--- src/hdl/assert_macros.svh ---
// Assertion helpers for the RTL.
`ifndef ASSERT_MACROS_SVH
`define ASSERT_MACROS_SVH

// Clocked property, muted while reset is high.
`define IAN_ASSERT(lbl, clk, rst, prop) \
   lbl: assert property (@(posedge clk) disable iff (rst) prop) \
      else $error("ian assertion failed");

// Clocked property, checked during reset too.
`define IAN_ASSERT_ALWAYS(lbl, clk, prop) \
   lbl: assert property (@(posedge clk) prop) \
      else $error("ian assertion failed");

`endif

--- src/hdl/ian_pkg.sv ---
package ian_pkg;

   localparam int DEFAULT_NUM_TERMS = 4;
   localparam int COEF_W            = 16;
   localparam int DIV_STEPS         = 49;   // quotient bits of (|dval| << 16) / |scale|

   // register indexes
   localparam logic [2:0] REG_RAW_MIN       = 3'd0;
   localparam logic [2:0] REG_RAW_MAX       = 3'd1;
   localparam logic [2:0] REG_RAW_NEUTRAL   = 3'd2;
   localparam logic [2:0] REG_NATIVE_TYPE   = 3'd3;
   localparam logic [2:0] REG_EMULATED_MODE = 3'd4;
   localparam logic [2:0] REG_MAP_METHOD    = 3'd5;
   localparam logic [2:0] REG_POLY_COEFFS   = 3'd6;
   localparam logic [2:0] REG_POLY_TERMS    = 3'd7;

   localparam logic [1:0] MAP_NONE   = 2'd0;
   localparam logic [1:0] MAP_LINEAR = 2'd1;
   localparam logic [1:0] MAP_POLY   = 2'd2;

   localparam logic AXIS_ABSOLUTE = 1'b0;
   localparam logic AXIS_RELATIVE = 1'b1;

   typedef struct packed {
      logic accept;
      logic ld_diff;
      logic ld_scale;
      logic div_step;
      logic ld_sat;
      logic mul;
      logic add;
      logic ld_out;
   } ian_cmd_type;

   typedef struct packed {
      logic map_on;
      logic poly_on;
      logic scale_zero;
   } ian_status_type;

endpackage

--- src/hdl/ian_datapath.sv ---
module ian_datapath
   import ian_pkg::*;
#(
   parameter int NUM_TERMS = DEFAULT_NUM_TERMS,
   parameter int TERM_W    = $clog2(NUM_TERMS + 1)
) (
   input  logic                 clock,
   input  logic                 reset,
   input  logic                 csr_write_enable,
   input  logic [2:0]           csr_index,
   input  logic [63:0]          csr_data,
   input  logic signed [31:0]   req_raw_value,
   input  ian_cmd_type          cmd,
   input  logic [TERM_W-1:0]    coef_sel,
   output ian_status_type       status,
   output logic [TERM_W-1:0]    n_terms,
   output logic signed [31:0]   rsp_raw_out,
   output logic signed [31:0]   rsp_mapped_value,
   output logic                 rsp_value_valid,
   output logic                 rsp_scale_zero
);

   localparam int CW = NUM_TERMS * COEF_W;

   logic signed [31:0] raw_min_ff, raw_max_ff, raw_neutral_ff;
   logic               native_type_ff, emulated_mode_ff;
   logic [1:0]         map_method_ff;
   logic [CW-1:0]      coef_ff;
   logic [2:0]         poly_terms_ff;
   logic signed [31:0] last_raw_ff, last_raw_in;

   logic signed [31:0] v_ff, v_in;
   logic signed [32:0] dval_ff, dmax_ff, dmin_ff;
   logic [32:0]        den_ff;
   logic [48:0]        num_ff;
   logic [32:0]        rem_ff;
   logic               neg_ff, zero_ff;
   logic signed [31:0] x_ff, acc_ff;
   logic signed [63:0] prod_ff;

   // config
   always_ff @(posedge clock) begin
      if (reset) begin
         raw_min_ff       <= -32'sd32768;
         raw_max_ff       <= 32'sd32767;
         raw_neutral_ff   <= '0;
         native_type_ff   <= AXIS_ABSOLUTE;
         emulated_mode_ff <= AXIS_ABSOLUTE;
         map_method_ff    <= MAP_NONE;
         coef_ff          <= '0;
         poly_terms_ff    <= '0;
      end else if (csr_write_enable) begin
         case (csr_index)
            REG_RAW_MIN:       raw_min_ff       <= csr_data[31:0];
            REG_RAW_MAX:       raw_max_ff       <= csr_data[31:0];
            REG_RAW_NEUTRAL:   raw_neutral_ff   <= csr_data[31:0];
            REG_NATIVE_TYPE:   native_type_ff   <= csr_data[0];
            REG_EMULATED_MODE: emulated_mode_ff <= csr_data[0];
            REG_MAP_METHOD:    map_method_ff    <= csr_data[1:0];
            REG_POLY_COEFFS:   coef_ff          <= csr_data[CW-1:0];
            REG_POLY_TERMS:    poly_terms_ff    <= csr_data[2:0];
            default: ;
         endcase
      end
   end

   assign n_terms = (32'(poly_terms_ff) > NUM_TERMS) ? TERM_W'(NUM_TERMS)
                                                    : TERM_W'(poly_terms_ff);
   assign status.map_on     = (map_method_ff == MAP_LINEAR) || (map_method_ff == MAP_POLY);
   assign status.poly_on    = (map_method_ff == MAP_POLY);
   assign status.scale_zero = zero_ff;

   // emulation and clamp
   always_comb begin
      logic signed [31:0] t;
      t           = req_raw_value;
      last_raw_in = last_raw_ff;
      if (emulated_mode_ff != native_type_ff) begin
         if (emulated_mode_ff == AXIS_RELATIVE) begin
            t           = req_raw_value - last_raw_ff;
            last_raw_in = req_raw_value;
         end else begin
            t           = req_raw_value + last_raw_ff;
            last_raw_in = t;
         end
      end
      if (native_type_ff == AXIS_ABSOLUTE || emulated_mode_ff == AXIS_ABSOLUTE) begin
         if (t < raw_min_ff) t = raw_min_ff;
         if (t > raw_max_ff) t = raw_max_ff;
      end
      v_in = t;
   end

   always_ff @(posedge clock) begin
      if (reset) last_raw_ff <= '0;
      else if (cmd.accept) last_raw_ff <= last_raw_in;
   end

   // scale selection
   logic signed [32:0] neu33, min33, max33;
   logic [32:0]        mag_max, mag_min, mag_sel, dval_mag;
   logic               sgn_sel;
   assign neu33 = {raw_neutral_ff[31], raw_neutral_ff};
   assign min33 = {raw_min_ff[31], raw_min_ff};
   assign max33 = {raw_max_ff[31], raw_max_ff};
   assign mag_max  = dmax_ff[32] ? 33'(-dmax_ff) : 33'(dmax_ff);
   assign mag_min  = dmin_ff[32] ? 33'(-dmin_ff) : 33'(dmin_ff);
   assign dval_mag = dval_ff[32] ? 33'(-dval_ff) : 33'(dval_ff);

   always_comb begin
      if ((max33 == 33'(-min33)) || (raw_min_ff == raw_neutral_ff)) begin
         mag_sel = mag_max;
         sgn_sel = dmax_ff[32];
      end else if (raw_max_ff == raw_neutral_ff) begin
         mag_sel = mag_min;
         sgn_sel = dmin_ff[32];
      end else begin
         mag_sel = (mag_max > mag_min) ? mag_max : mag_min;
         sgn_sel = 1'b0;
      end
   end

   // restoring divider step
   logic [33:0] trial;
   logic        fits;
   assign trial = {rem_ff, num_ff[48]};
   assign fits  = trial >= {1'b0, den_ff};

   // quotient saturation
   logic signed [31:0] x_sat;
   always_comb begin
      if (neg_ff) x_sat = (num_ff > 49'h0_8000_0000) ? 32'sh8000_0000 : -$signed(num_ff[31:0]);
      else        x_sat = (num_ff > 49'h0_7FFF_FFFF) ? 32'sh7FFF_FFFF : $signed(num_ff[31:0]);
   end

   // coefficient as Q16.16
   logic [TERM_W-1:0]  idx;
   logic [COEF_W-1:0]  craw;
   logic signed [48:0] cq;
   assign idx  = cmd.ld_sat ? TERM_W'(n_terms - 1'b1) : coef_sel;
   assign craw = coef_ff[idx*COEF_W +: COEF_W];
   assign cq   = {{29{craw[COEF_W-1]}}, craw, 4'b0};

   // Horner add: truncate product toward zero, add, saturate
   logic signed [47:0] tq;
   logic signed [48:0] hs;
   logic signed [31:0] h_sat;
   always_comb begin
      tq = prod_ff[63:16];
      if (prod_ff[63] && (prod_ff[15:0] != '0)) tq = tq + 48'sd1;
      hs = {tq[47], tq} + cq;
      if (hs > 49'sh0_7FFF_FFFF)       h_sat = 32'sh7FFF_FFFF;
      else if (hs < -49'sh0_8000_0000) h_sat = 32'sh8000_0000;
      else                             h_sat = hs[31:0];
   end

   always_ff @(posedge clock) begin
      if (cmd.accept) v_ff <= v_in;
      if (cmd.ld_diff) begin
         dval_ff <= {v_ff[31], v_ff} - neu33;
         dmax_ff <= max33 - neu33;
         dmin_ff <= min33 - neu33;
      end
      if (cmd.ld_scale) begin
         den_ff  <= mag_sel;
         num_ff  <= {dval_mag, 16'b0};
         rem_ff  <= '0;
         neg_ff  <= dval_ff[32] ^ sgn_sel;
         zero_ff <= (mag_sel == '0);
         acc_ff  <= '0;
      end
      if (cmd.div_step) begin
         rem_ff <= fits ? 33'(trial - {1'b0, den_ff}) : trial[32:0];
         num_ff <= {num_ff[47:0], fits};
      end
      if (cmd.ld_sat) begin
         x_ff <= x_sat;
         if (!status.poly_on)     acc_ff <= x_sat;
         else if (n_terms == '0) acc_ff <= '0;
         else                    acc_ff <= cq[31:0];
      end
      if (cmd.mul) prod_ff <= acc_ff * x_ff;
      if (cmd.add) acc_ff <= h_sat;
      if (cmd.ld_out) begin
         rsp_raw_out      <= v_ff;
         rsp_mapped_value <= acc_ff;
         rsp_value_valid  <= status.map_on;
         rsp_scale_zero   <= status.map_on & zero_ff;
      end
   end

endmodule

--- src/hdl/ian_ctrl.sv ---
`include "assert_macros.svh"

module ian_ctrl
   import ian_pkg::*;
#(
   parameter int NUM_TERMS = DEFAULT_NUM_TERMS,
   parameter int TERM_W    = $clog2(NUM_TERMS + 1)
) (
   input  logic              clock,
   input  logic              reset,
   input  logic              req_valid,
   output logic              req_stall,
   output logic              rsp_valid,
   input  logic              rsp_stall,
   input  ian_status_type    status,
   input  logic [TERM_W-1:0] n_terms,
   output ian_cmd_type       cmd,
   output logic [TERM_W-1:0] coef_sel
);

   localparam logic [2:0] S_IDLE  = 3'd0;
   localparam logic [2:0] S_DIFF  = 3'd1;
   localparam logic [2:0] S_SCALE = 3'd2;
   localparam logic [2:0] S_DIV   = 3'd3;
   localparam logic [2:0] S_SAT   = 3'd4;
   localparam logic [2:0] S_MUL   = 3'd5;
   localparam logic [2:0] S_ADD   = 3'd6;
   localparam logic [2:0] S_DONE  = 3'd7;
   localparam int CNT_W = $clog2(DIV_STEPS);

   logic [2:0]        state_ff, state_in;
   logic [CNT_W-1:0]  cnt_ff, cnt_in;
   logic [TERM_W-1:0] k_ff, k_in;
   logic              rsp_valid_ff, rsp_valid_in;

   assign req_stall = (state_ff != S_IDLE);
   assign rsp_valid = rsp_valid_ff;
   assign coef_sel  = TERM_W'(k_ff - 1'b1);

   always_comb begin
      state_in     = state_ff;
      cnt_in       = cnt_ff;
      k_in         = k_ff;
      cmd          = '0;
      rsp_valid_in = rsp_valid_ff && rsp_stall;
      case (state_ff)
         S_IDLE: begin
            if (req_valid) begin
               cmd.accept = 1'b1;
               state_in   = S_DIFF;
            end
         end
         S_DIFF: begin
            cmd.ld_diff = 1'b1;
            state_in    = S_SCALE;
         end
         S_SCALE: begin
            cmd.ld_scale = 1'b1;
            state_in     = status.map_on ? S_DIV : S_DONE;
         end
         S_DIV: begin
            if (status.scale_zero) begin
               state_in = S_DONE;
            end else begin
               cmd.div_step = 1'b1;
               if (cnt_ff == CNT_W'(DIV_STEPS - 1)) begin
                  cnt_in   = '0;
                  state_in = S_SAT;
               end else begin
                  cnt_in = cnt_ff + 1'b1;
               end
            end
         end
         S_SAT: begin
            cmd.ld_sat = 1'b1;
            if (status.poly_on && (n_terms > TERM_W'(1))) begin
               k_in     = TERM_W'(n_terms - 1'b1);
               state_in = S_MUL;
            end else begin
               state_in = S_DONE;
            end
         end
         S_MUL: begin
            cmd.mul  = 1'b1;
            state_in = S_ADD;
         end
         S_ADD: begin
            cmd.add  = 1'b1;
            k_in     = TERM_W'(k_ff - 1'b1);
            state_in = (k_ff == TERM_W'(1)) ? S_DONE : S_MUL;
         end
         S_DONE: begin
            if (!rsp_valid_ff || !rsp_stall) begin
               cmd.ld_out   = 1'b1;
               rsp_valid_in = 1'b1;
               state_in     = S_IDLE;
            end
         end
         default: state_in = S_IDLE;
      endcase
   end

   always_ff @(posedge clock) begin
      if (reset) begin
         state_ff     <= S_IDLE;
         cnt_ff       <= '0;
         k_ff         <= '0;
         rsp_valid_ff <= 1'b0;
      end else begin
         state_ff     <= state_in;
         cnt_ff       <= cnt_in;
         k_ff         <= k_in;
         rsp_valid_ff <= rsp_valid_in;
      end
   end

   `IAN_ASSERT(a_accept_to_diff, clock, reset, cmd.accept |=> (state_ff == S_DIFF))
   `IAN_ASSERT(a_load_shows, clock, reset, cmd.ld_out |=> rsp_valid_ff)
   `IAN_ASSERT(a_cnt_idle, clock, reset, (state_ff != S_DIV) |-> (cnt_ff == '0))
   `IAN_ASSERT_ALWAYS(a_cmd_onehot, clock, $onehot0(cmd))

endmodule

--- src/hdl/input_axis_normalizer_unit.sv ---
// Input axis normalizer. Each accepted raw sample word (req_raw_value) is
// optionally turned into the other axis type (relative by differencing with
// the last sample, absolute by accumulating), clamped to [raw_min, raw_max]
// when either side is absolute, and then normalized against the distance
// from raw_neutral to the chosen extreme into signed Q16.16, saturated. The
// result word carries the clamped raw value plus the linear value, a Horner
// polynomial of it (Q4.12 coefficients), or no value. A zero divisor gives
// value 0 with rsp_scale_zero set. One sample is in flight at a time. With
// no mapping the sequencer goes from the difference and scale steps to the
// output word, and a zero divisor skips the divider; with mapping it runs
// the one-bit-per-cycle 49-step divider, saturates the quotient and, for a
// polynomial, does one multiply and one add per further term on the shared
// 32x32 multiplier. The finished word sits in an output register, so a new
// sample is taken while it waits. Registers must be written through
// csr_write_enable/csr_index/csr_data only while the block is idle; the
// block itself does not enforce this.
module input_axis_normalizer_unit
   import ian_pkg::*;
#(
   parameter int NUM_TERMS = DEFAULT_NUM_TERMS
) (
   input  logic               clock,
   input  logic               reset,
   input  logic               csr_write_enable,
   input  logic [2:0]         csr_index,
   input  logic [63:0]        csr_data,
   input  logic               req_valid,
   output logic               req_stall,
   input  logic signed [31:0] req_raw_value,
   output logic               rsp_valid,
   input  logic               rsp_stall,
   output logic signed [31:0] rsp_raw_out,
   output logic signed [31:0] rsp_mapped_value,
   output logic               rsp_value_valid,
   output logic               rsp_scale_zero
);

   localparam int TERM_W = $clog2(NUM_TERMS + 1);

   ian_cmd_type       cmd;
   ian_status_type    status;
   logic [TERM_W-1:0] n_terms;
   logic [TERM_W-1:0] coef_sel;

   // sequencer: handshakes, divider count, Horner term count
   ian_ctrl #(.NUM_TERMS(NUM_TERMS), .TERM_W(TERM_W)) u_ctrl (
      .clock     (clock),
      .reset     (reset),
      .req_valid (req_valid),
      .req_stall (req_stall),
      .rsp_valid (rsp_valid),
      .rsp_stall (rsp_stall),
      .status    (status),
      .n_terms   (n_terms),
      .cmd       (cmd),
      .coef_sel  (coef_sel)
   );

   // registers, emulation, divider, multiplier, output word
   ian_datapath #(.NUM_TERMS(NUM_TERMS), .TERM_W(TERM_W)) u_datapath (
      .clock            (clock),
      .reset            (reset),
      .csr_write_enable (csr_write_enable),
      .csr_index        (csr_index),
      .csr_data         (csr_data),
      .req_raw_value    (req_raw_value),
      .cmd              (cmd),
      .coef_sel         (coef_sel),
      .status           (status),
      .n_terms          (n_terms),
      .rsp_raw_out      (rsp_raw_out),
      .rsp_mapped_value (rsp_mapped_value),
      .rsp_value_valid  (rsp_value_valid),
      .rsp_scale_zero   (rsp_scale_zero)
   );

endmodule

--- config.mk ---
export PLATFORM = sky130hd
export DESIGN_NAME = input_axis_normalizer_unit
export DESIGN_NICKNAME = d
export VERILOG_FILES = /design/src/hdl/ian_pkg.sv /design/src/hdl/ian_datapath.sv /design/src/hdl/ian_ctrl.sv /design/src/hdl/input_axis_normalizer_unit.sv
export VERILOG_INCLUDE_DIRS = /design/src /design/src/hdl
export SDC_FILE = /design/constraint.sdc
export NUM_CORES = 2
export LEC_CHECK = 0
export BUFFER_PORTS_ARGS = -buffer_cell sky130_fd_sc_hd__buf_2
export CORE_MARGIN = 2
export CORE_UTILIZATION = 39
export DETAILED_ROUTE_END_ITERATION = 12
export PLACE_DENSITY = 0.57
export SYNTH_ARGS = -nofsm -noshare
export SYNTH_HDL_FRONTEND = slang
export SYNTH_SLANG_ARGS = --single-unit
--- constraint.sdc ---
create_clock -name clock -period 8.3 [get_ports clock]
set_clock_uncertainty 0.15 [all_clocks]
set_input_delay 0 -clock clock [delete_from_list [all_inputs] [get_ports clock]]
set_output_delay 0 -clock clock [all_outputs]
set_load 0.01 [all_outputs]
=== After elaboration in Yosys (flattened, before gate mapping) ===
Cells that the tools add are included.

* Word-level logic and storage cells: 175
* Register bits after elaboration: 654

* Bitwise gates (word level): 5
* $mul: 1
* Muxes and demuxes: 57
* Reduce and logical (&&, ||, !) cells: 30
* Add/sub/neg operators: 16
* Eq/ne operators: 26
* Magnitude comparators: 10
* Shift operators: 1

{| class="wikitable"
|+ Operators with widths
! cell !! count
|-
| $mux 32 || 17
|-
| $mux 33 || 9
|-
| $neg 33->33 || 3
|-
| $sub 32x32->33 || 3
|-
| $gt 49x32->1 const B || 2
|-
| $mux 49 || 2
|-
| $eq 32x32->1 || 2
|-
| $mul 32x32->64 || 1
|-
| $shiftx 64x8->16 || 1
|-
| $add 48x20->49 || 1
|-
| $gt 49x31->1 const B || 1
|-
| $lt 49x32->1 const B || 1
|-
| $add 48x2->48 const B || 1
|-
| $mux 48 || 1
|-
| $ge 34x33->1 || 1
|-
| $eq 32x33->1 || 1
|-
| $gt 33x33->1 || 1
|-
| $logic_not 33->1 || 1
|-
| $neg 32->33 || 1
|-
| $sub 33x33->33 || 1
|-
| $add 32x32->32 || 1
|-
| $gt 32x32->1 || 1
|-
| $lt 32x32->1 || 1
|-
| $neg 32->32 || 1
|-
| 33 further kinds || 91
|}

=== Logic depth before layout (Yosys ltp) ===
* Depth after elaboration: 10
* Depth in mapped cells: 41
* Depth with buffers taken out: 39

=== Cells and area by module ===
Synthesis repeated with hierarchy kept, for this count alone.

* Cell total of the unflattened synthesis: 9052
* Area, all modules: 81039.0 um^2

{| class="wikitable"
|+ Modules (own cells, without submodules)
! module !! area an instance (um^2) !! instances !! sequential area each (um^2) !! cells an instance
|-
| ian_datapath || 80134.4 || 1 || 17256.6 || 8945
|-
| ian_ctrl || 904.6 || 1 || 260.2 || 107
|}

=== Least setup slack after synthesis ===
Ideal clock, no wire load.

* Path type: flip-flop to flip-flop
* Start point: register u_datapath.acc_ff[31]
* End point: register u_datapath.prod_ff[57] (data pin)
* Buffers on the path: 2
* Period minus slack after synthesis: 8.653 ns
* Data required time: 7.891 ns
* Path slack: -0.353 ns
* Setup time: 0.259 ns
* Arrival: 8.244 ns
* Cell stages (with the launch flop): 28
* Path through: edfxtp_1 > clkbuf_1 > nand2_1 > inv_1 > fa_1 > fa_1 > inv_1 > fa_1 > inv_1 > fa_1 > fa_1 > fa_1 > fa_1 > inv_1 > fa_1 > inv_1 > ha_1 > clkbuf_1 > a21o_1 > a21o_1 > a41oi_1 > o21ai_0 > a21oi_1 > o41ai_1 > a32o_1 > a21o_1 > a21oi_1 > xnor2_1

* Longest elaborated chain between the ends: 1

{| class="wikitable"
|+ Ends and longest elaborated chain
! item !! RTL line !! RTL
|-
| start, declared || ian_datapath.sv:38 || <nowiki>logic signed [31:0] x_ff, acc_ff;</nowiki>
|-
| start signal, assigned || ian_datapath.sv:178 || <nowiki>if (!status.poly_on) acc_ff <= x_sat;</nowiki>
|-
| start signal, assigned || ian_datapath.sv:180 || <nowiki>else acc_ff <= cq[31:0];</nowiki>
|-
| start signal, assigned || ian_datapath.sv:183 || <nowiki>if (cmd.add) acc_ff <= h_sat;</nowiki>
|-
| $mul 32x32->64 || ian_datapath.sv:182 || <nowiki>if (cmd.mul) prod_ff <= acc_ff * x_ff;</nowiki>
|-
| end signal, assigned || ian_datapath.sv:182 ||
|-
| end, declared || ian_datapath.sv:39 || <nowiki>logic signed [63:0] prod_ff;</nowiki>
|}

No other way between the ends.
A chain may end at the register's enable or synchronous reset.

=== Worst setup path in the final report ===
* Start point: register u_datapath.x_ff[8]
* End point: register u_datapath.prod_ff[57] (data pin)

* Longest elaborated chain between the ends: 1

{| class="wikitable"
|+ Ends and longest elaborated chain
! item !! RTL line !! RTL
|-
| start, declared || ian_datapath.sv:38 ||
|-
| start signal, assigned || ian_datapath.sv:177 || <nowiki>x_ff <= x_sat;</nowiki>
|-
| $mul 32x32->64 || ian_datapath.sv:182 ||
|}

No other way between the ends.

==> results.py <==
metrics = {
    "clock_network": {
        "h-tree-depth": 3,
        "clkLatencyLatePin_ps": 750,
        "cts.clk_slew.worst_paths_ps": 60,
        "clock_sinks": 654,
        "cts_buffers": 83,
        "tritoncts": "built",
        "cts_buffer_depth": 3,
        "cts-root-buf": "clkbuf_16",
    },
    "floorplanning": {
        "die_y_um": 460,
        "dieArea_um2": 211000,
        "num_rows": 167,
        "die_x_um": 460,
        "ios": 172,
        "start_util_pct": 39.2,
        "core_um2": 207000,
    },
    "setup_path": {
        "critPathBufInv": 6,
        "timing.critical_path.to": "u_datapath.prod_ff[57]$_DFFE_PP_",
        "crit_path_start_kind": "flip-flop",
        "cp.arrival_ps": 8350,
        "critPathTopFamily": "adder cells",
        "r2r_slack_ps": 230,
        "path_max_fanout": 10,
        "crit_required_ps": 8580,
        "cp_slowest_stage_delay_ps": 570,
        "cpMostUsedCell": "fa_1",
        "crit_path_end_kind": "flip-flop",
        "critPathKind": "reg2reg",
        "cp-startpoint": "u_datapath.x_ff[8]$_DFFE_PP_",
        "r2r-start": "u_datapath.x_ff[8]$_DFFE_PP_",
        "cp_slowest_cell": "fa_1",
        "reg2reg_depth": 27,
        "r2r-end": "u_datapath.prod_ff[57]$_DFFE_PP_",
        "path_depth": 27,
    },
    "place": {
        "place.gp.congestion": 0.944,
        "post-dp-hpwl_mm": 205,
        "port_buffers": 171,
        "placed_area_um2": 87900,
        "dp.cells": 11900,
    },
    "flow_run": {
        "cap_violations": 0,
    },
    "grt": {
        "grt_pass1_wl_mm": 394,
        "grt_max_degree": 94,
        "antenna_found_initial": 26,
        "gr-total-overflow": 0,
        "grt_pass1_vias": 66000,
        "track_usage_pct": 24.1,
    },
    "run_status": {
        "status": "completed",
    },
    "sta": {
        "rsz0062_at_grt": "true",
        "fmax_ghz": 0.124,
        "setup_viol": 0,
        "period_share_pct": 97.2,
        "max_slew.worst_pin.slew_ps": 1170,
        "min_period_ps": 8070,
        "drv_slew": 0,
        "relSlewSlack_pct": 20.9,
        "hold_viol": 0,
    },
    "layout": {
        "area_growth_pct": 16.1,
        "finalNonFillerCells": 12300,
        "drive_gt1_share_pct": 11.3,
        "nFillCells": 19800,
        "fin_area_um2": 94000,
        "final_cell_mix": "inv_1, nand2_1, fa_1",
        "layout_commonest_cell": "inv_1",
        "final_net_count": 11300,
    },
    "routing": {
        "antenna_left": 0,
        "vias": 65800,
        "vias_per_cell": 5.33,
        "wl_per_cell_um": 20.7,
        "drt_iter0_drc": 5428,
        "first_pass_iters": 8,
        "postRouteWirelength_mm": 255,
        "drc": 0,
    },
    "synthesis": {
        "synthCells": 8986,
        "async_flop_share_pct": 0,
        "synth-seq-cells": 654,
        "synth_nets": 10700,
        "yosysSeqAreaShare_pct": 21.6,
        "syn_area_per_cell_um2": 9.01,
        "synth-edff-count": 442,
        "syn_area_um2": 80900,
        "yosys_warnings": 0,
        "ys_types": 95,
        "ys.flop_type": "edfxtp_1",
    },
    "worst_hold_path": {
        "hp-class": "in2reg",
    },
}
-- worst min path at each step --
stage	cells past startpoint	startpoint	slack [ps]	end
final	4	csr_data[59]	30	u_datapath.coef_ff[59]$_SDFFE_PP0P_
after global routing	4	csr_data[59]	30	u_datapath.coef_ff[59]$_SDFFE_PP0P_
after CTS	3	csr_data[20]	0.3	u_datapath.raw_min_ff[20]$_SDFFE_PP1P_
after detailed placement	3	csr_data[40]	100	u_datapath.coef_ff[40]$_SDFFE_PP0P_
after global placement	3	csr_data[40]	90	u_datapath.coef_ff[40]$_SDFFE_PP0P_
after floorplan	1	csr_data[10]	-30	u_datapath.raw_max_ff[10]$_SDFFE_PP1P_
-- area by class of cell --
class,count,area [um2],share of cell area [%]
Timing Repair Buffer,905,7740,8.24
Inverter,1460,5480,5.84
Multi-Input combinational cell,6455,57000,60.7
Clock buffer,97,2230,2.38
Antenna cell,7,17.5,0.0186
Sequential cell,654,17500,18.6
Clock inverter,59,571,0.607
Tap cell,2704,3380,3.60
-- per-layer routing --
layer	wire length [um]	vias to the layer above	GRT usage (%)
met5	191	-	0
met4	8690	28	7.26
met3	15100	386	3.03
met2	118000	1964	39.0
met1	113000	33000	33.5
li1	-	30400	-
-- sequential cells by signal, indices dropped and copies added (netlist names), 2 cells and up --
| register | cells |
|---|---|
| u_datapath.coef_ff | 64 |
| u_datapath.prod_ff | 64 |
| u_datapath.num_ff | 49 |
| u_datapath.den_ff | 33 |
| u_datapath.dmax_ff | 33 |
| u_datapath.dmin_ff | 33 |
| u_datapath.dval_ff | 33 |
| u_datapath.rem_ff | 33 |
| u_datapath.acc_ff | 32 |
| u_datapath.last_raw_ff | 32 |
| u_datapath.raw_max_ff | 32 |
| u_datapath.raw_min_ff | 32 |
| u_datapath.raw_neutral_ff | 32 |
| u_datapath.rsp_mapped_value | 32 |
| u_datapath.rsp_raw_out | 32 |
| u_datapath.v_ff | 32 |
| u_datapath.x_ff | 32 |
| u_ctrl.cnt_ff | 6 |
| u_ctrl.k_ff | 3 |
| u_ctrl.state_ff | 3 |
| u_datapath.poly_terms_ff | 3 |
| u_datapath.map_method_ff | 2 |
-- per-stage QoR --
stage               util (%)  setup WS [ps]  hold slack [ps]  TNS [ps]
floorplan                  -           25.2            -32.2         0
global route            45.5          -46.5             31.1      -161
CTS                     44.9           3.42            0.284         0
global placement        42.5           -521             91.2    -11860
detailed placement      42.5           -455             99.0    -11260
finish                  45.5            234             31.7         0
-- Yosys cell counts (all sizes together), types with 64 or more instances --
library cell / instances / area, um2
nor2: 378 / 1420
edfxtp: 442 / 13300
xnor2: 272 / 2380
ha: 530 / 6630
mux2i: 64 / 641
nand3: 133 / 666
a21o: 129 / 968
a21oi: 501 / 2510
xor2: 179 / 1570
o31ai: 64 / 480
nor3: 115 / 591
and2: 338 / 2110
nand2: 1317 / 4940
clkbuf: 388 / 1460
o21ai: 331 / 1660
fa: 1089 / 21800
inv: 1458 / 5470
nand2b: 74 / 463
dfxtp: 212 / 4240
nand4: 86 / 538
-- cells by family (layout without fill, tap and decap cells) --
logic type	after synthesis	in the layout	synth area share, %
flops	654	654	21.6
xor+xnor	451	451	4.88
simple gates	2758	2758	15.9
compound gates	1516	1516	12.0
fa+ha+maj	1619	1619	35.1
mux	111	111	1.67
other cells	0	7	0
buf+inv	1877	2521	8.77
-- worst reg2reg max path: cells and delay by family, from the launching register on --
family	cells	cell delay, ps
AO/OA/AOI/OAI	7	1490
XOR/XNOR	1	70
adder cells (fa/ha/maj)	9	4300
buffers and inverters	6	600
flip-flops	1	430
AND/OR/NAND/NOR	4	730
-- repair_timing --
item	4_1_cts	5_1_grt
gates resized for setup	20	156
hold buffers	193	0
endpoints found under the setup margin	45	48
hold endpoints to repair	296	0
buffers inserted	10	47
gates cloned	0	6
pin swaps	2	56
Power is not shown: default switching activity piles up to over one toggle a cycle in this logic, so the estimate is an artifact.
